$ cat config.mk
export PLATFORM = sky130hd
export DESIGN_NAME = cc2p_iter
export DESIGN_NICKNAME = d
export VERILOG_FILES = /design/src/rtl/cc2p_pkg.sv /design/src/rtl/cc2p_iter.sv
export SDC_FILE = /design/constraint.sdc
export NUM_CORES = 1
export LEC_CHECK = 0
export ABC_AREA = 1
export ABC_CLOCK_PERIOD_IN_PS = 7200
export BUFFER_PORTS_ARGS = -buffer_cell sky130_fd_sc_hd__buf_2
export CAP_MARGIN = 20
export CORE_UTILIZATION = 40
export CTS_BUF_LIST = sky130_fd_sc_hd__clkbuf_8
export DETAILED_ROUTE_END_ITERATION = 7
export GPL_TIMING_DRIVEN = 0
export PLACE_DENSITY = 0.58
export SETUP_SLACK_MARGIN = 0.3
export SLEW_MARGIN = 20
export SYNTH_ARGS = -nofsm -noshare
export SYNTH_HDL_FRONTEND = slang
export SYNTH_SLANG_ARGS = --single-unit
$ cat constraint.sdc
create_clock -name i_clk -period 7.2 [get_ports i_clk]
set_clock_uncertainty 0.1 [all_clocks]
set_input_delay 1.44 -clock i_clk [delete_from_list [all_inputs] [get_ports i_clk]]
set_output_delay 1.44 -clock i_clk [all_outputs]
set_load 0.005 [all_outputs]
$ cat src/rtl/cc2p_pkg.sv
// ----------------------------------------------------------------------------
// cc2p_pkg
// Constants shared by the CORDIC Cartesian-to-polar pipeline: the angle
// format, the arctangent table, the quarter-turn start angle and the gain.
// ----------------------------------------------------------------------------
package cc2p_pkg;

    // Angle word is signed Q3.29 regardless of the x/y datapath width.
    localparam int ANGLE_W   = 32;
    localparam int ATAN_SIZE = 16;

    typedef logic signed [ANGLE_W-1:0] t_angle;

    localparam t_angle HALF_PI_Q29 = 32'sd843314856;

    // Gain correction 0.607253 in Q0.30.
    localparam logic [29:0] GAIN_Q30 = 30'd652032944;

    // round(atan(2^-i) * 2^29)
    localparam t_angle ATAN_Q29 [ATAN_SIZE] = '{
        32'sd421657428, 32'sd248918915, 32'sd131521918, 32'sd66762579,
        32'sd33510843,  32'sd16771758,  32'sd8387925,   32'sd4194219,
        32'sd2097141,   32'sd1048575,   32'sd524288,    32'sd262144,
        32'sd131072,    32'sd65536,     32'sd32768,     32'sd16384
    };

endpackage

$ cat src/rtl/cc2p_iter.sv
// ----------------------------------------------------------------------------
// cc2p_iter
// One registered vectoring step: shift-and-add on x and y toward y = 0 and
// the matching arctangent added to or taken from the angle.
// ----------------------------------------------------------------------------
module cc2p_iter #(
    parameter int DATA_WIDTH = 32,
    parameter int SHIFT      = 0
) (
    input  logic                          i_clk,
    input  logic                          i_rst_n,
    input  logic                          i_valid,
    output logic                          o_ready,
    input  logic signed [DATA_WIDTH-1:0]  i_x,
    input  logic signed [DATA_WIDTH-1:0]  i_y,
    input  cc2p_pkg::t_angle              i_angle,
    output logic                          o_valid,
    input  logic                          i_ready,
    output logic signed [DATA_WIDTH-1:0]  o_x,
    output logic signed [DATA_WIDTH-1:0]  o_y,
    output cc2p_pkg::t_angle              o_angle
);
    import cc2p_pkg::*;

    logic                         r_valid;
    logic signed [DATA_WIDTH-1:0] r_x;
    logic signed [DATA_WIDTH-1:0] r_y;
    t_angle                       r_angle;
    logic signed [DATA_WIDTH-1:0] n_x;
    logic signed [DATA_WIDTH-1:0] n_y;
    t_angle                       n_angle;
    logic signed [DATA_WIDTH-1:0] w_sx;
    logic signed [DATA_WIDTH-1:0] w_sy;

    assign o_ready = !r_valid || i_ready;

    always_comb begin
        w_sx = i_x >>> SHIFT;
        w_sy = i_y >>> SHIFT;
        // A zero y counts as non-negative.
        if (!i_y[DATA_WIDTH-1]) begin
            n_x     = i_x + w_sy;
            n_y     = i_y - w_sx;
            n_angle = i_angle + ATAN_Q29[SHIFT];
        end else begin
            n_x     = i_x - w_sy;
            n_y     = i_y + w_sx;
            n_angle = i_angle - ATAN_Q29[SHIFT];
        end
    end

    always_ff @(posedge i_clk) begin
        if (!i_rst_n) begin
            r_valid <= 1'b0;
        end else if (o_ready) begin
            r_valid <= i_valid;
        end
    end

    always_ff @(posedge i_clk) begin
        if (o_ready && i_valid) begin
            r_x     <= n_x;
            r_y     <= n_y;
            r_angle <= n_angle;
        end
    end

    assign o_valid = r_valid;
    assign o_x     = r_x;
    assign o_y     = r_y;
    assign o_angle = r_angle;

endmodule

---- Word level (Yosys, flattened, before mapping) ----
Cells that the tools add are included.
operators by class
  add/sub/neg operators ................... 5
  multiply operators ...................... 0
  div/mod/pow operators ................... 0
  $lt $le $gt $ge ......................... 0
  eq/ne operators ......................... 0
  shift operators ......................... 0
  multiplexer cells ....................... 3
  bitwise gates (word level) .............. 0
  reductions and logical operators ........ 3
operators with widths
  kind                                                 count
  two-way mux 32 bit                                   3
  subtractor 32 bit                                    2
  adder 32 x 30 -> 32 bit, second input constant       1
  adder 32 bit                                         1
  subtractor 32 x 30 -> 32 bit, second input constant  1
  logical AND 1 bit                                    1
  zero test 1 bit                                      1
  logical OR 1 bit                                     1
word-level totals
  bits in registers ....................... 97
  bits in latches ......................... 0
  RAM bits ................................ 0
  bits in read-only memories .............. 0
  input port bits ......................... 100
  output and inout port bits .............. 98
  logic and storage cells ................. 15
  memories kept ........................... 0

---- Depth between registers and ports, before layout ----
  word-level depth ........................ 3
  mapped depth ............................ 17

---- Worst setup path before layout ----
OpenSTA, ideal clock, no wires.
  kind .................................... input -> register
  start ................................... in i_valid
  end ..................................... reg r_angle[0], in the netlist o_angle[0] (enable)
  setup time .............................. 579 ps
  data arrival time ....................... 6065 ps
  required time ........................... 6521 ps
  slack ................................... 455 ps
  stages .................................. 2
  buffers on the path ..................... 0
  cell sequence ........................... inv_1 a21oi_1
between the ends
  cells in the longest elaborated chain, start to end .. 1
RTL lines
  element                 RTL line         text
  start: declaration      cc2p_iter.sv:12  input logic i_valid,
  logical AND 1 bit       cc2p_iter.sv:61  if (o_ready && i_valid) begin
  end signal: assignment  cc2p_iter.sv:64  r_angle <= n_angle;
  end: declaration        cc2p_iter.sv:28  t_angle r_angle;
No other way between the ends.
A chain may end at the register's enable or synchronous reset.

---- Final worst setup path ----
  start ................................... in i_y[31]
  end ..................................... reg r_angle[23], in the netlist o_angle[23], data pin
between the ends
  cells in the longest elaborated chain, start to end .. 1
RTL lines
  element             RTL line         text
  start: declaration  cc2p_iter.sv:15  input logic signed [DATA_WIDTH-1:0] i_y,
  two-way mux 32 bit  cc2p_iter.sv:41  if (!i_y[DATA_WIDTH-1]) begin
  net n_angle[23]     cc2p_iter.sv:31  t_angle n_angle;
The timed path passes the listed nets, and every way through them passes these cells.

==> PnR_summary.wiki <==
{| class="wikitable"
! Metric !! Value
|-
| Global routing usage summed across all routing layers || approximately 29%
|-
| Area share of the largest cell type after synthesis || a little under a quarter
|-
| Fin crit share || a little over two thirds
|-
| Minimum setup slack in the final design || about 2.1 ns
|-
| Nets@finish || between 2000 and 2500
|-
| Dominant synthesized flop cell || sky130_fd_sc_hd__edfxtp_1
|-
| Kind of launch point of the worst setup path || input pin
|-
| Utilization after layout || between 40% and 50%
|-
| Vias per inst || slightly above 5
|-
| Number of buffers inserted by port buffering || approximately 200
|-
| Highest net fanout along the worst path || 23
|-
| Classification of the worst setup path || in2reg
|-
| Power density over the cells || approximately 150 mW/mm^2
|-
| Number of sinks handled by clock tree synthesis || 96
|-
| Worst-path cell chain || buf_2 > clkbuf_1 > clkinv_1 > clkbuf_1 > buf_2 > ha_1 > a21oi_1 > o21ai_0 > nor2_1 > o21ai_2 > a21oi_1 > inv_1 > nand2_1 > nand2_1
|-
| Buffer count from post-CTS setup fixing || 0
|-
| Die extent in x || roughly 180 um
|-
| Synthesis warning total || 0
|-
| Flop and latch count out of synthesis || 96
|-
| Most common library cells after synthesis || sky130_fd_sc_hd__nand2_1 (703), sky130_fd_sc_hd__inv_1 (362), sky130_fd_sc_hd__nand3_1 (164)
|-
| Share of synthesized registers carrying an async set or reset || 0%
|-
| Wire length reported by the detailed router || between 40000 and 50000 um
|-
| Resized Gates After CTS || 0
|-
| H-tree levels || 3
|-
| Post-synth EDFFs || 95
|-
| Pre-Repair DR Iteration Count || 5
|-
| Clock buffer depth || 2
|-
| Number of antenna violations at the first check in global routing || 0
|-
| Placeable Area || roughly 0.03 mm^2
|-
| Setup repair after global routing missed its margin || no
|-
| Hold buffers post-CTS || 0
|-
| Number of distinct library cells after synthesis || 41
|-
| Setup total negative slack || 0 ns
|-
| Synth top area cells || sky130_fd_sc_hd__edfxtp_1 (23%), sky130_fd_sc_hd__nand2_1 (22%), sky130_fd_sc_hd__ha_1 (12%), sky130_fd_sc_hd__inv_1 (11%), sky130_fd_sc_hd__nand3_1 (6.7%)
|-
| Clock period minus worst slack || around 5 ns
|-
| Wire length per cell after detailed routing || roughly 17 um
|-
| Number of placement rows || 63
|-
| Die Y-Extent || about 180 um
|-
| Fillcell total || about 3200
|-
| Worst-case vdd ir drop || 71.0 uV
|-
| Sort of element at the end of the critical path || register
|-
| Clock-pin slew on the worst setup and hold paths || ~0.12 ns
|-
| Count of routing violations after the opening detailed-route iteration || around 1100
|-
| Detailed-placement wirelength estimate || ~37000 um
|-
| Final Slew Violations || 0
|-
| Max-slew headroom at the worst pin || 26.5%
|-
| Crit path arrival time || around 5.2 ns
|-
| Tightest Pin Transition || 1.10 ns
|-
| Synthesized netlist cell count || approximately 2000
|-
| Post-Place Worst Slack || between 1.5 and 2 ns
|-
| Top achievable clock speed || approximately 200 MHz
|-
| CP max stage delay || slightly above 0.7 ns
|-
| Number of global-route vias before repair || between 10000 and 15000
|-
| Inserted Clock Buffers || 9
|-
| Mean cell area of the mapped netlist || approximately 6.2 um^2
|-
| Floorplan die area || 0.0313 mm^2
|-
| Synthesis-to-layout area growth || 14.6%
|-
| Total count of hold-check failures in the final report || 0
|-
| GRT overflow || 0
|-
| IO Pins || between 150 and 200
|-
| Required time at the worst-slack endpoint || about 7.3 ns
|-
| Static power due to leakage || 7.84 nW
|-
| Number of standard cells in the layout, taps in and fillers out || 2586
|-
| Hold Worst Slack || approximately 0.45 ns
|-
| Pin count of the biggest net entering global routing || 26
|-
| Net count of the mapped netlist || 2205
|-
| Post-route ant nets || 0
|-
| Clk Tree Root Cell || sky130_fd_sc_hd__clkbuf_8
|-
| GP Congestion || roughly 1
|-
| Portion of the post-synthesis area used by sequential elements || a little under a quarter
|-
| Routed vias || about 13000
|-
| CTS tree || yes
|-
| Clk Latency, worst-skew pair || around 0.40 ns
|-
| Initial cell density of the core || 40.9%
|-
| Final setup violation count || 0
|-
| Run status || complete, no violations
|-
| Proportion of layout cells with a drive suffix above 1 || 13.6%
|-
| Min-delay worst type || reg2reg
|-
| Dominant cell by count in the synthesized netlist || sky130_fd_sc_hd__nand2_1
|-
| Dominant cell type by area after synthesis || sky130_fd_sc_hd__edfxtp_1
|-
| Global-route wire length before repair || between 60000 and 70000 um
|-
| Number of antenna diodes || 0
|-
| Total standard cell area after synthesis || about 0.012 mm^2
|-
| Placed insts || 2570
|-
| Worst-path cell with the longest stage delay || sky130_fd_sc_hd__buf_2
|-
| Total DRC errors in the routed layout || 0
|-
| Max-capacitance violation count || 0
|}
power breakdown:
part           internal (mW)  leakage [nW]  switching (mW)  total (mW)
sequential             0.706         0.932          0.0152       0.722
combinational          0.325          6.82           0.654       0.979
clock                  0.133        0.0888           0.260       0.393
cell families after synthesis:
logic type	count (synthesis)	synth area share (%)
AO/OA/AOI/OAI	196	8.60
adder cells (fa/ha/maj)	126	13.1
AND/OR/NAND/NOR	1104	37.8
XOR/XNOR	46	3.29
flip-flops	96	23.5
buffers and inverters	411	13.7
per-stage QoR:
step / total power, mW / area [um^2]
after floorplan: 1.35 / 12200
after global placement: 1.69 / 13700
after detailed placement: 1.70 / 13800
after CTS: 2.09 / 14000
after global routing: 2.24 / 14000
final: 2.09 / 14000
registers in the layout (all words and copies together) (netlist names):
signal and count:
o_angle 32, o_y 32, o_valid 1, o_x 31
worst max-delay path, delay by kind of cell:
family	cells	cell delay, ns
AOI/OAI and AO/OA	4	0.81
and+or+nand+nor	3	0.38
adders and majority gates	1	0.41
buffers and inverters	6	2.06
per-layer routing:
metal	global-route usage, %	routed length, um	vias to the layer above
met1	38.7	20300	6002
li1	-	-	6610
met4	9.99	1340	0
met2	46.6	19700	530
met5	0	0	-
met3	3.63	3110	77
layout by cell type (no fill, tap or decap), types with 2 or more instances in the layout:
master,count
sky130_fd_sc_hd__ha_1,122
sky130_fd_sc_hd__and2_1,2
sky130_fd_sc_hd__xnor2_1,5
sky130_fd_sc_hd__edfxtp_1,95
sky130_fd_sc_hd__nand2_1,703
sky130_fd_sc_hd__nand2_2,20
sky130_fd_sc_hd__o21ai_0,60
sky130_fd_sc_hd__inv_1,362
sky130_fd_sc_hd__a31oi_1,5
sky130_fd_sc_hd__nand3_2,3
sky130_fd_sc_hd__nand3_1,164
sky130_fd_sc_hd__nor2_1,146
sky130_fd_sc_hd__buf_6,2
sky130_fd_sc_hd__clkinvlp_4,2
sky130_fd_sc_hd__o21a_1,4
sky130_fd_sc_hd__a21o_1,4
sky130_fd_sc_hd__o21bai_1,10
sky130_fd_sc_hd__o22ai_1,4
sky130_fd_sc_hd__nor2_4,5
sky130_fd_sc_hd__nand3b_2,2
sky130_fd_sc_hd__nor3_1,14
sky130_fd_sc_hd__buf_4,22
sky130_fd_sc_hd__inv_6,3
sky130_fd_sc_hd__nor2_2,6
sky130_fd_sc_hd__clkbuf_8,11
sky130_fd_sc_hd__buf_2,204
sky130_fd_sc_hd__fa_1,4
sky130_fd_sc_hd__nand3b_1,7
sky130_fd_sc_hd__buf_16,4
sky130_fd_sc_hd__inv_2,6
sky130_fd_sc_hd__clkbuf_1,8
sky130_fd_sc_hd__a21boi_0,2
sky130_fd_sc_hd__o21ai_2,2
sky130_fd_sc_hd__a21oi_1,102
sky130_fd_sc_hd__xor2_1,41
sky130_fd_sc_hd__nand4_1,29
final timing paths:
| check | slack [ns] | depth (start not counted) | endpoint | startpoint |
|---|---|---|---|---|
| hold / removal | 0.45 | 2 | o_valid$_SDFFE_PN0N_ | o_valid$_SDFFE_PN0N_ |
| setup reg to reg | 5.53 | 3 | o_angle[19]$_DFFE_PP_ | o_valid$_SDFFE_PN0N_ |
| hold reg to reg | 0.45 | 2 | o_valid$_SDFFE_PN0N_ | o_valid$_SDFFE_PN0N_ |
| setup / recovery | 2.14 | 14 | o_angle[23]$_DFFE_PP_ | i_y[31] |
layout make-up:
| class | count | area, um^2 | share of cell area [%] |
|---|---|---|---|
| flip-flops and latches | 96 | 2870 | 20.5 |
| repair buffers | 201 | 1100 | 7.82 |
| inverters | 369 | 1390 | 9.88 |
| clock buffers | 9 | 124 | 0.884 |
| multi-input cells | 1472 | 7700 | 54.9 |
| clock inverters | 7 | 61.3 | 0.438 |
| plain buffers | 42 | 288 | 2.05 |
| well taps | 390 | 488 | 3.48 |
(Power assumes the default switching activity.)
